`src/rtl/skt_pkg.sv`:
```
// shared types and constants for the sorted key table
// no dependencies
package skt_pkg;

  localparam int unsigned KEY_W = 64;
  localparam int unsigned VAL_W = 64;
  localparam int unsigned POS_W = 3;

  typedef enum logic [1:0] {
    CMD_INSERT = 2'd0,
    CMD_UPDATE = 2'd1,
    CMD_LIST   = 2'd2
  } cmd_e;

  typedef enum logic [1:0] {
    ST_OK        = 2'd0,
    ST_FULL      = 2'd1,
    ST_NOT_FOUND = 2'd2,
    ST_EMPTY     = 2'd3
  } status_e;

  typedef enum logic [3:0] {
    S_IDLE,
    S_SRCH_RD,
    S_SRCH_CMP,
    S_LEFT_RD,
    S_LEFT_CMP,
    S_RIGHT_RD,
    S_RIGHT_CMP,
    S_RESP,
    S_LIST_RD,
    S_LIST_EMIT
  } state_e;

endpackage

```
`src/rtl/skt_if.sv`:
```
// valid/ready channel interfaces for command beats and result beats
// depends on skt_pkg for field widths
interface skt_in_if
  import skt_pkg::*;
();
  logic             valid;
  logic             ready;
  logic [1:0]       cmd;
  logic [KEY_W-1:0] key;
  logic [KEY_W-1:0] new_key;
  logic [VAL_W-1:0] value;

  modport source (output valid, cmd, key, new_key, value, input ready);
  modport sink   (input valid, cmd, key, new_key, value, output ready);
endinterface

interface skt_out_if
  import skt_pkg::*;
();
  logic             valid;
  logic             ready;
  logic [1:0]       status;
  logic [KEY_W-1:0] entry_key;
  logic [VAL_W-1:0] entry_value;
  logic [POS_W-1:0] position;
  logic             last;

  modport source (output valid, status, entry_key, entry_value, position, last, input ready);
  modport sink   (input valid, status, entry_key, entry_value, position, last, output ready);
endinterface

```
`src/rtl/sorted_key_table_unit.sv`:
```
// Sorted key table: up to CAPACITY key/value entries kept in ascending unsigned key order in
// a single-port-read entry memory, searched and reordered by one shared 64-bit comparator.
// Insert places the new entry at the end and shifts it left past larger keys; update does a
// binary search, then moves the rewritten entry left or right. List gives one beat per entry
// while the output is taken. Each search probe or move step is a read state followed by a
// compare state, around the one registered read of the entry memory. The next command beat
// is taken once the last result is in the output register. Depends on skt_pkg and skt_if.
module sorted_key_table_unit
  import skt_pkg::*;
#(
  parameter int unsigned CAPACITY = 8
) (
  input  logic       clk_i,
  input  logic       rst_ni,
  skt_in_if.sink     in_if,
  skt_out_if.source  out_if
);

  localparam int unsigned IW = $clog2(CAPACITY);
  localparam int unsigned CW = $clog2(CAPACITY + 1);

  state_e           state_q, state_d;
  logic [CW-1:0]    count_q, count_d;
  logic [IW-1:0]    p_q, p_d;
  logic [CW-1:0]    lo_q, lo_d;
  logic [CW-1:0]    hi1_q, hi1_d;
  logic [IW-1:0]    mid_q, mid_d;
  logic [KEY_W-1:0] sk_q, sk_d;
  logic [KEY_W-1:0] mv_key_q, mv_key_d;
  logic [VAL_W-1:0] mv_val_q, mv_val_d;
  status_e          rsp_status_q, rsp_status_d;
  logic [IW-1:0]    rsp_pos_q, rsp_pos_d;

  logic [KEY_W-1:0] key_mem [CAPACITY];
  logic [VAL_W-1:0] val_mem [CAPACITY];
  logic [KEY_W-1:0] rd_key_q;
  logic [VAL_W-1:0] rd_val_q;
  logic [IW-1:0]    rd_addr;
  logic             wr_en;
  logic [KEY_W-1:0] wr_key;
  logic [VAL_W-1:0] wr_val;

  logic             out_valid_q;
  status_e          out_status_q, out_status_d;
  logic [KEY_W-1:0] out_key_q, out_key_d;
  logic [VAL_W-1:0] out_val_q, out_val_d;
  logic [POS_W-1:0] out_pos_q, out_pos_d;
  logic             out_last_q, out_last_d;
  logic             out_load;
  logic             out_free;

  logic [CW:0]      mid_sum;
  logic [IW-1:0]    mid_idx;
  logic [CW-1:0]    p_inc;

  logic [KEY_W-1:0] cmp_key;
  logic             key_gt;
  logic             key_lt;

  assign out_free = !out_valid_q || out_if.ready;
  assign mid_sum  = {1'b0, lo_q} + {1'b0, hi1_q} - 1'b1;
  assign mid_idx  = mid_sum[IW:1];
  assign p_inc    = CW'(p_q) + 1'b1;

  // shared comparator: search key or moving key against the entry just read
  assign cmp_key  = (state_q == S_SRCH_CMP) ? sk_q : mv_key_q;
  assign key_gt   = cmp_key > rd_key_q;
  assign key_lt   = cmp_key < rd_key_q;

  always_comb begin
    state_d      = state_q;
    count_d      = count_q;
    p_d          = p_q;
    lo_d         = lo_q;
    hi1_d        = hi1_q;
    mid_d        = mid_q;
    sk_d         = sk_q;
    mv_key_d     = mv_key_q;
    mv_val_d     = mv_val_q;
    rsp_status_d = rsp_status_q;
    rsp_pos_d    = rsp_pos_q;
    rd_addr      = p_q;
    wr_en        = 1'b0;
    wr_key       = mv_key_q;
    wr_val       = mv_val_q;
    out_load     = 1'b0;
    out_status_d = ST_OK;
    out_key_d    = '0;
    out_val_d    = '0;
    out_pos_d    = '0;
    out_last_d   = 1'b1;
    in_if.ready  = 1'b0;

    unique case (state_q)
      S_IDLE: begin
        in_if.ready = 1'b1;
        if (in_if.valid) begin
          sk_d      = in_if.key;
          mv_key_d  = (cmd_e'(in_if.cmd) == CMD_INSERT) ? in_if.key : in_if.new_key;
          mv_val_d  = in_if.value;
          rsp_pos_d = '0;
          unique case (cmd_e'(in_if.cmd))
            CMD_INSERT: begin
              if (count_q == CW'(CAPACITY)) begin
                rsp_status_d = ST_FULL;
                state_d      = S_RESP;
              end else begin
                rsp_status_d = ST_OK;
                p_d          = count_q[IW-1:0];
                count_d      = count_q + 1'b1;
                state_d      = S_LEFT_RD;
              end
            end
            CMD_UPDATE: begin
              if (count_q == '0) begin
                rsp_status_d = ST_EMPTY;
                state_d      = S_RESP;
              end else begin
                rsp_status_d = ST_OK;
                lo_d         = '0;
                hi1_d        = count_q;
                state_d      = S_SRCH_RD;
              end
            end
            CMD_LIST: begin
              if (count_q == '0) begin
                rsp_status_d = ST_EMPTY;
                state_d      = S_RESP;
              end else begin
                p_d     = '0;
                state_d = S_LIST_RD;
              end
            end
            default: state_d = S_IDLE;
          endcase
        end
      end
      S_SRCH_RD: begin
        if (lo_q >= hi1_q) begin
          rsp_status_d = ST_NOT_FOUND;
          state_d      = S_RESP;
        end else begin
          rd_addr = mid_idx;
          mid_d   = mid_idx;
          state_d = S_SRCH_CMP;
        end
      end
      S_SRCH_CMP: begin
        if (key_gt) begin
          lo_d    = CW'(mid_q) + 1'b1;
          state_d = S_SRCH_RD;
        end else if (key_lt) begin
          hi1_d   = CW'(mid_q);
          state_d = S_SRCH_RD;
        end else begin
          p_d       = mid_q;
          rsp_pos_d = mid_q;
          state_d   = S_LEFT_RD;
        end
      end
      S_LEFT_RD: begin
        if (p_q == '0) begin
          state_d = S_RIGHT_RD;
        end else begin
          rd_addr = p_q - 1'b1;
          state_d = S_LEFT_CMP;
        end
      end
      S_LEFT_CMP: begin
        if (key_lt) begin
          wr_en   = 1'b1;
          wr_key  = rd_key_q;
          wr_val  = rd_val_q;
          p_d     = p_q - 1'b1;
          state_d = S_LEFT_RD;
        end else begin
          state_d = S_RIGHT_RD;
        end
      end
      S_RIGHT_RD: begin
        if (p_inc >= count_q) begin
          wr_en   = 1'b1;
          state_d = S_RESP;
        end else begin
          rd_addr = p_q + 1'b1;
          state_d = S_RIGHT_CMP;
        end
      end
      S_RIGHT_CMP: begin
        wr_en = 1'b1;
        if (key_gt) begin
          wr_key  = rd_key_q;
          wr_val  = rd_val_q;
          p_d     = p_q + 1'b1;
          state_d = S_RIGHT_RD;
        end else begin
          state_d = S_RESP;
        end
      end
      S_RESP: begin
        if (out_free) begin
          out_load     = 1'b1;
          out_status_d = rsp_status_q;
          out_pos_d    = POS_W'(rsp_pos_q);
          state_d      = S_IDLE;
        end
      end
      S_LIST_RD: begin
        state_d = S_LIST_EMIT;
      end
      S_LIST_EMIT: begin
        if (out_free) begin
          out_load   = 1'b1;
          out_key_d  = rd_key_q;
          out_val_d  = rd_val_q;
          out_pos_d  = POS_W'(p_q);
          out_last_d = (p_inc == count_q);
          if (p_inc == count_q) begin
            state_d = S_IDLE;
          end else begin
            p_d     = p_q + 1'b1;
            state_d = S_LIST_RD;
          end
        end
      end
      default: state_d = S_IDLE;
    endcase
  end

  always_ff @(posedge clk_i or negedge rst_ni) begin
    if (!rst_ni) begin
      state_q     <= S_IDLE;
      count_q     <= '0;
      out_valid_q <= 1'b0;
    end else begin
      state_q <= state_d;
      count_q <= count_d;
      if (out_load) begin
        out_valid_q <= 1'b1;
      end else if (out_if.ready) begin
        out_valid_q <= 1'b0;
      end
    end
  end

  always_ff @(posedge clk_i) begin
    p_q          <= p_d;
    lo_q         <= lo_d;
    hi1_q        <= hi1_d;
    mid_q        <= mid_d;
    sk_q         <= sk_d;
    mv_key_q     <= mv_key_d;
    mv_val_q     <= mv_val_d;
    rsp_status_q <= rsp_status_d;
    rsp_pos_q    <= rsp_pos_d;
    if (out_load) begin
      out_status_q <= out_status_d;
      out_key_q    <= out_key_d;
      out_val_q    <= out_val_d;
      out_pos_q    <= out_pos_d;
      out_last_q   <= out_last_d;
    end
  end

  // entry memory, one write and one registered read per cycle
  always_ff @(posedge clk_i) begin
    if (wr_en) begin
      key_mem[p_q] <= wr_key;
      val_mem[p_q] <= wr_val;
    end
    rd_key_q <= key_mem[rd_addr];
    rd_val_q <= val_mem[rd_addr];
  end

  assign out_if.valid       = out_valid_q;
  assign out_if.status      = out_status_q;
  assign out_if.entry_key   = out_key_q;
  assign out_if.entry_value = out_val_q;
  assign out_if.position    = out_pos_q;
  assign out_if.last        = out_last_q;

endmodule

```
`src/flat_wrapper.sv`:
```
// flat-port wrapper written by rule: the top's interface ports become plain ports
module sorted_key_table_unit_flat import skt_pkg::*;
#(
  parameter int unsigned CAPACITY = 8
)
  (clk_i, rst_ni, in_if_valid, in_if_cmd, in_if_key, in_if_new_key, in_if_value, in_if_ready, out_if_valid, out_if_status, out_if_entry_key, out_if_entry_value, out_if_position, out_if_last, out_if_ready);
  skt_in_if in_if_i ();
  skt_out_if out_if_i ();
  input  logic clk_i;
  input  logic rst_ni;
  input wire logic [$bits(in_if_i.valid)-1:0] in_if_valid;
  input wire logic [$bits(in_if_i.cmd)-1:0] in_if_cmd;
  input wire logic [$bits(in_if_i.key)-1:0] in_if_key;
  input wire logic [$bits(in_if_i.new_key)-1:0] in_if_new_key;
  input wire logic [$bits(in_if_i.value)-1:0] in_if_value;
  output wire logic [$bits(in_if_i.ready)-1:0] in_if_ready;
  output wire logic [$bits(out_if_i.valid)-1:0] out_if_valid;
  output wire logic [$bits(out_if_i.status)-1:0] out_if_status;
  output wire logic [$bits(out_if_i.entry_key)-1:0] out_if_entry_key;
  output wire logic [$bits(out_if_i.entry_value)-1:0] out_if_entry_value;
  output wire logic [$bits(out_if_i.position)-1:0] out_if_position;
  output wire logic [$bits(out_if_i.last)-1:0] out_if_last;
  input wire logic [$bits(out_if_i.ready)-1:0] out_if_ready;
  assign in_if_i.valid = in_if_valid;
  assign in_if_i.cmd = in_if_cmd;
  assign in_if_i.key = in_if_key;
  assign in_if_i.new_key = in_if_new_key;
  assign in_if_i.value = in_if_value;
  assign in_if_ready = in_if_i.ready;
  assign out_if_valid = out_if_i.valid;
  assign out_if_status = out_if_i.status;
  assign out_if_entry_key = out_if_i.entry_key;
  assign out_if_entry_value = out_if_i.entry_value;
  assign out_if_position = out_if_i.position;
  assign out_if_last = out_if_i.last;
  assign out_if_i.ready = out_if_ready;
  sorted_key_table_unit #(.CAPACITY(CAPACITY)) u_core (.clk_i(clk_i), .rst_ni(rst_ni), .in_if(in_if_i), .out_if(out_if_i));
endmodule
```
`config.mk`:
```
export PLATFORM = sky130hd
export DESIGN_NAME = sorted_key_table_unit_flat
export DESIGN_NICKNAME = d
export VERILOG_FILES = /design/src/rtl/skt_pkg.sv /design/src/rtl/skt_if.sv /design/src/rtl/sorted_key_table_unit.sv /design/src/flat_wrapper.sv
export SDC_FILE = /design/constraint.sdc
export NUM_CORES = 1
export LEC_CHECK = 0
export ABC_CLOCK_PERIOD_IN_PS = 21300
export BUFFER_PORTS_ARGS = -buffer_cell sky130_fd_sc_hd__buf_2
export CORE_MARGIN = 2
export CORE_UTILIZATION = 45
export DETAILED_ROUTE_END_ITERATION = 8
export PLACE_DENSITY_LB_ADDON = 0.1
export SYNTH_ARGS = -nofsm -noshare
export SYNTH_HDL_FRONTEND = slang
export SYNTH_SLANG_ARGS = --single-unit
```
`constraint.sdc`:
```
create_clock -name clk_i -period 21.3 [get_ports clk_i]
set_input_delay 2.13 -clock clk_i [delete_from_list [all_inputs] [get_ports clk_i]]
set_output_delay 2.13 -clock clk_i [all_outputs]
set_load 0.02 [all_outputs]
```
Word level (Yosys, flattened, before mapping)
Memory sizes are Yosys's and may differ from the RTL's. A register that Yosys moved wholly into a read port is not among the register bits.
Index checks and enable logic that the tools add are counted.
{"block": "classes", "add_sub_neg": 7, "n_bitwise": 2, "reduce_logical": 22, "n_eq_ne": 31, "n_mux": 72, "n_lt_le_gt_ge": 4}
{"cell": "64-bit two-way mux", "count": 6}
{"cell": "64-bit case mux with 2 select lines", "count": 2}
{"cell": "64-bit greater-than comparator", "count": 1}
{"cell": "64-bit < comparator", "count": 1}
{"cell": "4-bit two-way mux", "count": 15}
{"cell": "3-bit two-way mux", "count": 19}
{"cell": "4-bit case mux with 10 select lines", "count": 1}
{"cell": "3-bit case mux with 2 select lines", "count": 3}
{"cell": "4-bit by 3-bit == test with 1-bit output (second input constant)", "count": 4}
{"cell": "4-bit case mux with 2 select lines", "count": 2}
{"cell": "3-bit case mux with 5 select lines", "count": 1}
{"cell": "2-bit by 1-bit inequality test with 1-bit output (second input constant)", "count": 7}
{"cell": "4-bit == test (second input constant)", "count": 3}
{"cell": "1-bit two-way mux", "count": 12}
{"cell": "2-bit two-way mux", "count": 6}
{"cell": "2-bit inequality test (second input constant)", "count": 6}
{"cell": "4-bit case mux with 3 select lines", "count": 1}
{"cell": "11-bit AND reduction", "count": 1}
{"cell": "5-bit AND reduction", "count": 2}
{"cell": "3-bit case mux with 3 select lines", "count": 1}
{"cell": "3-bit by 1-bit adder with 4-bit output (second input constant)", "count": 2}
{"cell": "4-bit by 2-bit == test with 1-bit output (second input constant)", "count": 2}
{"cell": "4-bit greater-or-equal comparator", "count": 2}
{"cell": "4-bit logical NOT", "count": 2}
{"cell": "27 further kinds", "count": 36}
{"block": "word_totals", "regBits": 354, "word_cells": 157, "memories": 2, "out_inout_bits": 136, "ramBits": 1024}
{"memory": "u_core.key_mem", "words": 8, "width": 64, "rd": 1, "rd_ports_with_merged_regs": 1, "write_ports": 1, "line": "sorted_key_table_unit.sv:34", "rtl": "logic [KEY_W-1:0] key_mem [CAPACITY];"}
{"memory": "u_core.val_mem", "words": 8, "width": 64, "rd": 1, "rd_ports_with_merged_regs": 1, "write_ports": 1, "line": "sorted_key_table_unit.sv:35", "rtl": "logic [VAL_W-1:0] val_mem [CAPACITY];"}

Longest topological paths before layout
Gate-level depths: netlist (run 1).
{"block": "logic_depth", "depth_word": 7, "depth_mapped": 18, "mapped_depth_nobuf": 13}

Worst setup path after synthesis (run 1)
OpenSTA, ideal clock, no wires.
{"block": "synth_path", "kind": "reg-to-reg", "from": "register u_core.state_q[0]", "to": "memory u_core.key_mem[4][0] (enable)", "arrival_time_ps": 16687, "slack_ps": 3638, "stages_incl_launch_ff": 17, "setup_time_ps": 975, "cell_sequence": "dfrtp_1 -> clkbuf_1 -> nor2_1 -> nand2_1 -> nor2_1 -> clkbuf_1 -> buf_1 -> nand2_1 -> o21ai_0 -> ha_1 -> a21oi_1 -> o21ai_1 -> a221oi_1 -> o22ai_1 -> nor4_4 -> a21oi_1 -> nor4b_1"}
{"block": "synth_via", "elab_chain_len": 7}
{"element": "start, declared", "line": "sorted_key_table_unit.sv:22", "rtl": "state_e state_q, state_d;"}
{"element": "start signal, assigned", "line": "sorted_key_table_unit.sv:236", "rtl": "state_q <= state_d;"}
{"element": "4-bit by 2-bit == test with 1-bit output", "line": "sorted_key_table_unit.sv:66", "rtl": "assign cmp_key = (state_q == S_SRCH_CMP) ? sk_q : mv_key_q;"}
{"element": "64-bit two-way mux", "line": "sorted_key_table_unit.sv:66"}
{"element": "64-bit < comparator", "line": "sorted_key_table_unit.sv:68", "rtl": "assign key_lt = cmp_key < rd_key_q;"}
{"element": "1-bit two-way mux", "line": "sorted_key_table_unit.sv:170", "rtl": "if (key_lt) begin"}
{"element": "1-bit case mux with 3 select lines *", "line": "sorted_key_table_unit.sv:94", "rtl": "unique case (state_q)"}
{"element": "1-bit two-way mux *", "line": "sorted_key_table_unit.sv:267", "rtl": "if (wr_en) begin"}
{"element": "1-bit two-way mux (implied by the code) *", "line": "sorted_key_table_unit.sv:268", "rtl": "key_mem[p_q] <= wr_key;"}
{"element": "end, declared", "line": "sorted_key_table_unit.sv:34"}
Every way passes the cells marked *; elsewhere a longest branch is shown, timed or not.

Final worst setup path (run 1)
{"block": "layout_path", "from": "register u_core.state_q[1]", "to": "memory u_core.key_mem[4][12], data pin"}
{"block": "layout_via", "elab_chain_len": 5}
{"element": "4-bit by 2-bit == test with 1-bit output", "line": "sorted_key_table_unit.sv:66"}
{"element": "64-bit two-way mux", "line": "sorted_key_table_unit.sv:66"}
{"element": "64-bit greater-than comparator / 64-bit < comparator (equally long branches)", "line": "sorted_key_table_unit.sv:67, sorted_key_table_unit.sv:68"}
{"element": "64-bit two-way mux (on tied branches)", "line": "sorted_key_table_unit.sv:191, sorted_key_table_unit.sv:170"}
{"element": "64-bit case mux with 2 select lines *", "line": "sorted_key_table_unit.sv:94"}
{"element": "named net u_core.wr_key[12]", "line": "sorted_key_table_unit.sv:40", "rtl": "logic [KEY_W-1:0] wr_key;"}
The timed path passes the listed nets; every way through them passes the cells marked *.

==> results.ini, run 1 <==
[sta]
finalClockSkew_ns = 0.02357
slew_viol_final = 0
fmax_mhz = 138.7
fin_crit_ns = 7.208
whs_ns = 0.5567
fin_tns_setup_ns = 0
rsz0062_at_grt = no
final.period_utilization = 0.3384
hold_viol = 0
maxSlewHeadroom = 0.2123
setup_viol = 0
worstMarginPinSlew_ns = 1.182

[yosys]
synthFlopType = edfxtp_1
ys_async_sr_fraction = 0.005976
syn_area_per_cell_um2 = 16.96
yosysSeqAreaShare = 0.7149
synth_top_cell_area_share = 0.6695
synthCells = 3621
netlist_area_mm2 = 0.06141
synth_nets = 3906
yosys-top-cells-area = edfxtp_1, mux2i_1, dfxtp_1
synth_top_cell_by_area = edfxtp_1
yosysUniqueCellTypes = 71
yosysWarnings = 0
synth_edf_count = 1369
ys_ff_latch = 1506

[die]
rows = 135
die_y_um = 373.4
fp.dieArea_mm2 = 0.1394
chipWidth_um = 373.4
ios = 334
core_mm2 = 0.1355
initial_core_util = 0.4533

[grt]
antenna_found_initial = 4
grtUsageTotal = 0.2015
grt-ovfl-total = 0
grt_max_degree = 129
grt_pass1_vias = 31901
grt_pass1_wl_mm = 208.5

[pwr]
cellPowerDensity_mw_per_mm2 = 161.0
p_clk_frac = 0.240
swShare = 0.3405
share_seq_of_total_power = 0.381
combinationalPowerShare = 0.379
power.internal_uw = 7419
p_sw_uw = 3830
leakage_uw = 0.02661
peakVddDrop_v = 0.0001947

[setup_path]
crit_fanout = 73
worst-r2r-setup-slack_ns = 14.09
reg2reg_to = u_core.key_mem[4][12]
criticalPathCategory = reg -> reg
rr_startpoint = u_core.state_q[1]
rr_worst_depth = 13
crit_path_start_kind = flip-flop
cp.arrival_ns = 7.69
required_ns = 21.79
endpoint_kind = flip-flop

[placement]
numPortBuffers = 333
gp_congestion = 0.8626
hpwl_mm = 80.25

[clocking]
clkLatencyLatePin_ns = 0.78
post_cts_buffers = 0
clk_pin_slew_ns = 0.06
cts-root-buf = clkbuf_16
ctsHoldBuffers = 0
cts_tree = yes
cts.htree.levels = 4
ctsResizeCount = 0
cts.sinks = 1506
numCtsBuffers = 160
clockBufferDepth = 3

[detailed_routing]
first_pass_iters = 6
num_vias = 31424
routedWlPerCell_um = 24.14
initialDrtViolationCount = 2354
wl_mm = 142.5
via_per_inst = 5.323
drcViolationCount = 0
ant_nets = 0

[finish]
drive_gt1_frac = 0.2171
nets = 4267
antennaDiodeCount = 0
reg_top3 = u_core.key_mem (512), u_core.val_mem (512)
syn_to_final_growth_pct = 13.77
nFillCells = 11210

[min_path]
min_path_cells = 1
min_path_type = reg -> reg
hp-start = u_core.rd_val_q[60]
hold-path-endpoint = u_core.out_if.entry_value[60]

[flow_run]
drv_cap = 0

[status]
status = completed

[critical path: stages (launching register included)]
cell     delay [ns]
dfrtp_1        0.79
inv_1          0.43
nor2_4         0.40
buf_4          0.59
o21ai_0        0.19
ha_1           0.35
nand4_1        0.17
nor4_1         0.83
nand4_1        0.24
a31oi_1        0.35
nor4_4         0.14
mux2_8         0.64
buf_4          0.97
mux2i_1        0.66
[power groups by stage]
stage	combinational (uW)	clock, uW	sequential, uW
final	4260	2700	4280
after global placement	4270	0	4350
after detailed placement	4300	0	4340
after floorplan	3320	0	4350
after global routing	4620	2880	4320
after CTS	4320	2770	4280
[worst max path at each step]
| stage | start | endpoint | slack (ns) | cells past startpoint |
|---|---|---|---|---|
| finish | u_core.state_q[1] | u_core.key_mem[4][12] | 14.09 | 13 |
| detailed placement | u_core.state_q[1] | u_core.key_mem[0][12] | 14.04 | 13 |
| CTS | u_core.state_q[1] | u_core.key_mem[7][14] | 14.00 | 13 |
| global placement | u_core.p_q[0] | u_core.rd_val_q[28] | 14.26 | 14 |
| floorplan | u_core.state_q[0] | u_core.key_mem[4][0] | 3.64 | 16 |
| global route | u_core.state_q[1] | u_core.key_mem[4][12] | 13.54 | 13 |
[per-layer routing]
layer | vias up | wire length [um] | GRT usage
met3 | 219 | 6186 | 0.03705
met4 | 4 | 3568 | 0.06279
met2 | 697 | 67370 | 0.3238
met5 | - | 22 | 0
met1 | 15982 | 65360 | 0.2789
li1 | 14522 | - | -
[cells in the final DEF, fill, tap and decap left out, drive strengths merged, types with 8 or more instances in the layout]
cell       n
nand4     17
inv      162
nor4      11
and3      76
a21o       8
nand2    174
dfxtp    128
ha        86
a21oi     44
nand3     10
o21ai     83
clkbuf   225
edfxtp  1369
nor3      75
buf      380
bufinv     9
nor2      26
clkinv    56
mux2     259
dfrtp      9
mux2i    826
nor2b      8
[synthesized netlist by cell type, drive strengths merged, types with 6 or more instances]
cell type,n
dfrtp,9
mux2i,826
nand2,174
nand3,10
nor4,11
ha,86
clkbuf,60
nor2b,8
a21oi,44
nor3,75
and2,6
inv,150
o21ai,83
o22ai,6
mux2,259
buf,121
a21o,8
edfxtp,1369
and3,76
nand4,17
dfxtp,128
nor2,26
[final cells by class]
cell class / count / area, um^2 / share of cell area
Sequential cell: 1506 / 43900 / 0.6284
Multi-Input combinational cell: 1784 / 15930 / 0.2280
Clock buffer: 225 / 4453 / 0.06374
Tap cell: 1781 / 2228 / 0.03190
Timing Repair Buffer: 380 / 2120 / 0.03034
Clock inverter: 77 / 671.9 / 0.009618
Inverter: 150 / 563.0 / 0.008060
[stage by stage]
step / util / setup WS [ns] / cell area, um^2 / cells / total power, uW
2_1_floorplan: - / 3.638 / 61410 / 3621 / 7671
3_3_place_gp: 0.4779 / 14.26 / 64730 / 5601 / 8618
3_5_place_dp: 0.4779 / 14.04 / 64730 / 5601 / 8637
4_1_cts: 0.5157 / 14.00 / 69860 / 5903 / 11380
5_1_grt: 0.5157 / 13.54 / 69860 / 5903 / 11830
6_report: 0.5157 / 14.09 / 69860 / 5903 / 11250
[logic make-up (layout without fill, tap and decap cells)]
family / after synthesis / count (layout) / share of synthesized area
buffers and inverters: 331 / 832 / 0.02808
muxes: 1087 / 1087 / 0.1865
adders and majority gates: 87 / 87 / 0.01785
and+or+nand+nor: 416 / 416 / 0.03321
xor gates and xnor gates: 9 / 9 / 0.001284
AOI/OAI and AO/OA: 185 / 185 / 0.01822
DFF: 1506 / 1506 / 0.7149
(Power assumes the default switching activity.)
==> run 2: changes to the inputs <==
- ABC_CLOCK_PERIOD_IN_PS: 21300 -> 7250
- clock period: 21.3 -> 7.25 ns (I/O delays scaled with it)
==> results.ini, run 2 (synthesis gave the netlist of run 1 again) <==
[setup_path]
reg2reg_to = u_core.key_mem[6][3]
required_ns = 7.72  ; -14.07 ns
worst-r2r-setup-slack_ns = 0.81  ; -13.29 ns
crit_chain = inv_1 -> nor2_4 -> buf_12 -> o21ai_0 -> ha_1 -> nand4_1 -> nor4_1 -> nand4_1 -> a31oi_1 -> nor4_4 -> mux2_8 -> buf_12 -> mux2i_1
crit_path_start_kind = flip-flop
crit_fanout = 127  ; +74%
rr_startpoint = u_core.state_q[1]
slowest_stage = nor4_1
cp.depth = 13  ; unchanged
criticalPathCategory = reg -> reg
rr_worst_depth = 13  ; unchanged
cp.arrival_ns = 6.91  ; -0.78 ns
crit_family = simple AND/OR/NAND/NOR gates
critical_path.max_stage_delay_ns = 1.05  ; +0.08 ns
critPathBufInv = 3  ; unchanged
endpoint_kind = flip-flop

[clocking]
clkLatencyLatePin_ns = 0.77  ; about the same
cts-root-buf = clkbuf_16
numCtsBuffers = 159  ; -0.63%
cts.sinks = 1506  ; unchanged
clk_pin_slew_ns = 0.06  ; about the same
post_cts_buffers = 0  ; unchanged
cts.htree.levels = 4  ; unchanged
cts_tree = yes
clockBufferDepth = 3  ; unchanged

[grt]
antenna_found_initial = 7  ; +3
grt_pass1_vias = 31836  ; -0.20%
grt_max_degree = 128  ; -0.78%
grt-ovfl-total = 0  ; unchanged
grtUsageTotal = 0.1990  ; -0.002522
grt_pass1_wl_mm = 206.3  ; -1.1%

[detailed_routing]
drcViolationCount = 0  ; unchanged
first_pass_iters = 6  ; unchanged
ant_nets = 0  ; unchanged
routedWlPerCell_um = 23.80  ; -1.4%
initialDrtViolationCount = 2365  ; +0.47%
wl_mm = 140.4  ; -1.4%
via_per_inst = 5.297  ; -0.49%
num_vias = 31255  ; -0.54%

[finish]
nets = 4270  ; +0.070%
drive_gt1_frac = 0.2202  ; +0.003071
final_cell_mix = edfxtp_1, mux2i_1, buf_2
syn_to_final_growth_pct = 14.58
antennaDiodeCount = 0  ; unchanged
final_cells = 5900  ; -0.051%
postLayoutCellArea_mm2 = 0.07036  ; +0.71%
final_common_cell = edfxtp_1
reg_top3 = u_core.key_mem (512), u_core.val_mem (512)

[sta]
fin_crit_ns = 6.444  ; -0.7646 ns
rsz0062_at_grt = no
worstMarginPinSlew_ns = 1.211  ; +0.02970 ns
finalClockSkew_ns = 0.02706  ; +0.003489 ns
fmax_mhz = 155.2  ; +12%
fin_ws_ns = 0.8062  ; -13.29 ns
final.period_utilization = 0.8888  ; +0.5504
hold_viol = 0  ; unchanged
maxSlewHeadroom = 0.1851  ; -0.02724
slew_viol_final = 0  ; unchanged
whs_ns = 0.1241  ; -0.4326 ns
setup_viol = 0  ; unchanged

[pwr]
power.internal_uw = 22000  ; +200%
swShare = 0.3357  ; -0.004757
cellPowerDensity_mw_per_mm2 = 470.8  ; +190%
combinationalPowerShare = 0.378  ; about the same
peakVddDrop_v = 0.0004928  ; +150%
p_clk_frac = 0.243  ; +0.003
p_sw_uw = 11120  ; +190%
power_uw = 33120  ; +190%
leakage_uw = 0.02677  ; +0.58%
share_seq_of_total_power = 0.379  ; -0.002

[die]
die_y_um = 373.4  ; unchanged
ios = 334  ; unchanged
initial_core_util = 0.4533  ; unchanged
rows = 135  ; unchanged
chipWidth_um = 373.4  ; unchanged
core_mm2 = 0.1355  ; unchanged
fp.dieArea_mm2 = 0.1394  ; unchanged

[placement]
numPortBuffers = 333  ; unchanged
hpwl_mm = 77.06  ; -4.0%
dp_cells = 5604  ; +0.054%
pre_cts_ws_ns = 0.8524  ; -13.19 ns
post_dp_cell_area_mm2 = 0.06512  ; +0.59%
gp_congestion = 0.8125  ; -5.8%

[min_path]
hp-start = in_if_value[58]
min_path_cells = 1  ; unchanged
min_path_type = in -> reg
hold-path-endpoint = u_core.mv_val_q[58]

[status]
status = completed

[flow_run]
drv_cap = 0  ; unchanged

run 2: layout make-up:
cell class,instances,area [um^2]
Fill cell,11184,65110
Inverter,150,563.0
Clock inverter,67,720.7
Tap cell,1781,2228
Multi-Input combinational cell,1784,16020
Sequential cell,1506,43900
Timing Repair Buffer,384,2415
Clock buffer,228,4513
run 2: worst max path at each step:
stage	startpoint	to
2_1_floorplan	u_core.state_q[3]	u_core.key_mem[4][0]
6_report	u_core.state_q[1]	u_core.key_mem[6][3]
3_3_place_gp	u_core.state_q[1]	u_core.key_mem[0][3]
3_5_place_dp	u_core.state_q[1]	u_core.key_mem[0][3]
4_1_cts	u_core.state_q[1]	u_core.key_mem[6][3]
5_1_grt	u_core.state_q[1]	u_core.key_mem[3][50]
run 2: power groups by stage:
stage	clock [uW]	combinational [uW]	sequential (uW)
4_1_cts	8240	12700	12600
2_1_floorplan	0	9860	12600
3_5_place_dp	0	12600	12700
5_1_grt	8580	13600	12700
3_3_place_gp	0	12600	12700
6_report	8050	12500	12600
run 2: routing by layer:
layer	vias up	part of all wire	global-route usage	wire length (um)
met5	-	0.00017	0	24
met4	4	0.024	0.06035	3404
met3	198	0.047	0.03498	6550
met2	735	0.47	0.3166	65660
met1	15760	0.46	0.2799	64800
li1	14558	-	-	-
run 2: stage by stage:
step | util | TNS, ns
2_1_floorplan | - | -227.72
3_3_place_gp | 0.4807 | 0
3_5_place_dp | 0.4807 | 0
4_1_cts | 0.5194 | 0
5_1_grt | 0.5194 | 0
6_report | 0.5194 | 0
run 2: what timing repair did:
action / 4_1_cts / 5_1_grt
endpoints found under the hold margin: 9 / 0
resized for setup: 0 / 0
hold buffers: 1 / 0
==> run 3: changes to the inputs <==
- CORE_UTILIZATION: 45 -> 30
==> results.ini, run 3 (synthesis gave the netlist of run 1 again) <==
[status]
status = completed

[clocking]
cts.htree.levels = 4  ; unchanged
numCtsBuffers = 175  ; +10%
cts.sinks = 1506  ; unchanged
clk_pin_slew_ns = 0.06  ; about the same
ctsResizeCount = 0  ; unchanged
post_cts_buffers = 0  ; unchanged
clkLatencyLatePin_ns = 0.79  ; +0.02 ns
cts_tree = yes
cts-root-buf = clkbuf_16
ctsHoldBuffers = 1  ; unchanged
clockBufferDepth = 3  ; unchanged

[detailed_routing]
ant_nets = 0  ; unchanged
top_layer = met4
wl_met3_mm = 5.019  ; -23%
initialDrtViolationCount = 1731  ; -27%
drcViolationCount = 0  ; unchanged
via_per_inst = 4.533  ; -14%
met2_wirelength_mm = 82.16  ; +25%
wl_met1_mm = 73.39  ; +13%
wl_mm = 163.8  ; +17%
routedWlPerCell_um = 23.76  ; -0.17%
first_pass_iters = 5  ; -1
num_vias = 31239  ; -0.051%

[finish]
nFillCells = 19442  ; +74%
postLayoutCellArea_mm2 = 0.07261  ; +3.2%
syn_to_final_growth_pct = 18.24
antennaDiodeCount = 0  ; unchanged
drive_gt1_frac = 0.2329  ; +0.01267
utilization = 0.3560  ; -0.1634
final_cell_mix = edfxtp_1, mux2i_1, buf_2
nets = 4337  ; +1.6%
final_common_cell = edfxtp_1
reg_top3 = u_core.key_mem (512), u_core.val_mem (512)

[die]
die_y_um = 456.4  ; +22%
initial_core_util = 0.3011  ; -0.1522
core_mm2 = 0.2040  ; +51%
chipWidth_um = 456.4  ; +22%
fp.dieArea_mm2 = 0.2083  ; +49%
rows = 166  ; +23%
ios = 334  ; unchanged

[setup_path]
crit_path_start = u_core.state_q[3]
cp.depth = 16  ; +3
endpoint_kind = flip-flop
cp-endpoint = u_core.key_mem[6][53]
criticalPathCategory = reg -> reg
cp.arrival_ns = 6.84  ; -0.07 ns
required_ns = 7.74  ; +0.02 ns
rr_worst_depth = 16  ; +3
crit_path_start_kind = flip-flop
rr_startpoint = u_core.state_q[3]
reg2reg_to = u_core.key_mem[6][53]
critPathBufInv = 3  ; unchanged
crit_family = simple AND/OR/NAND/NOR gates
crit_fanout = 70  ; -45%
worst-r2r-setup-slack_ns = 0.90  ; +0.10 ns
slowest_stage = nor4_4
critical_path.max_stage_delay_ns = 0.71  ; -0.34 ns
crit_chain = nor2_4 -> nand2_4 -> nor2_4 -> buf_4 -> buf_12 -> nand2_1 -> o21ai_0 -> ha_1 -> nand4_1 -> nor2_1 -> a2bb2oi_1 -> a31oi_1 -> nor4_4 -> mux2_8 -> buf_4 -> mux2i_1

[min_path]
hp-start = in_if_value[35]
min_path_type = in -> reg

[pwr]
leakage_uw = 0.02733  ; +2.1%
power_uw = 34350  ; +3.7%
cellPowerDensity_mw_per_mm2 = 473.1  ; +0.49%
peakVddDrop_v = 0.0003723  ; -24%

[grt]
grt_pass1_vias = 32622  ; +2.5%
grtUsageTotal = 0.1546  ; -0.04437
antenna_found_initial = 6  ; -1
grt_max_degree = 113  ; -12%
grt_pass1_wl_mm = 235.4  ; +14%
grt-ovfl-total = 0  ; unchanged

[sta]
whs_ns = 0.1080  ; -0.01617 ns
hold_viol = 0  ; unchanged
setup_viol = 0  ; unchanged
final.period_utilization = 0.8755  ; -0.01332
rsz0062_at_grt = no
worstMarginPinSlew_ns = 0.9896  ; -0.2216 ns
finalClockSkew_ns = 0.02460  ; -0.002456 ns
maxSlewHeadroom = 0.3403  ; +0.1552
fin_crit_ns = 6.347  ; -0.09654 ns
fmax_mhz = 157.5  ; +1.5%
slew_viol_final = 0  ; unchanged
fin_tns_setup_ns = 0  ; unchanged

[placement]
hpwl_mm = 100.9  ; +31%
numPortBuffers = 333  ; unchanged
gp_congestion = 0.7749  ; -4.6%
post_dp_cell_area_mm2 = 0.06696  ; +2.8%

[flow_run]
drv_cap = 0  ; unchanged

run 3: changes by cell type in the layout (fill, tap and decap cells not counted), sizes merged:
cell	delta
clkinv	+19
inv	+7
buf	+51
clkbuf	+8
run 3: per-stage QoR:
| step | instances | worst slack [ns] |
|---|---|---|
| final | 6892 | 0.9028 |
| after global routing | 6892 | 0.6338 |
| after CTS | 6892 | 0.8101 |
| after detailed placement | 6562 | 0.8568 |
| after global placement | 6562 | 0.6620 |
| after floorplan | 3621 | -0.3898 |
run 3: how the worst min path moves through the flow:
| stage | to | slack [ns] | cells after the start |
|---|---|---|---|
| after floorplan | u_core.count_q[0] | 0.43 | 0 |
| after global placement | u_core.out_if.status[0] | 0.55 | 1 |
| after detailed placement | u_core.out_if.status[1] | 0.53 | 1 |
| after CTS | u_core.mv_val_q[35] | 0.02 | 1 |
| after global routing | u_core.mv_val_q[35] | 0.04 | 1 |
| final | u_core.mv_val_q[35] | 0.11 | 1 |
run 3: report_power, final:
part           switching (uW)  internal, uW
Clock                    3540          5080
Combinational            7660          5510
Sequential                642         11900
run 3: metal layers:
| metal | track usage | up-vias |
|---|---|---|
| met1 | 0.2009 | 15828 |
| met4 | 0.03808 | 0 |
| li1 | - | 14702 |
| met5 | 0 | - |
| met3 | 0.02445 | 206 |
| met2 | 0.2686 | 503 |
run 3: cell type report:
class | count | area (um^2) | area share
Timing Repair Buffer | 435 | 3110 | 0.04284
Clock inverter | 93 | 832.0 | 0.01146
Clock buffer | 236 | 4810 | 0.06624
Inverter | 150 | 563.0 | 0.007754
Multi-Input combinational cell | 1784 | 16030 | 0.2208
Sequential cell | 1506 | 43900 | 0.6046
Tap cell | 2688 | 3363 | 0.04632
run 3: worst reg2reg max path, stage by stage (launching register included):
cell and delay, ns:
dfrtp_1 0.60, nor2_4 0.27, nand2_4 0.09, nor2_4 0.17
buf_4 0.39, buf_12 0.35, nand2_1 0.18, o21ai_0 0.11
ha_1 0.29, nand4_1 0.28, nor2_1 0.09, a2bb2oi_1 0.65
a31oi_1 0.28, nor4_4 0.71, mux2_8 0.60, buf_4 0.36
mux2i_1 0.62
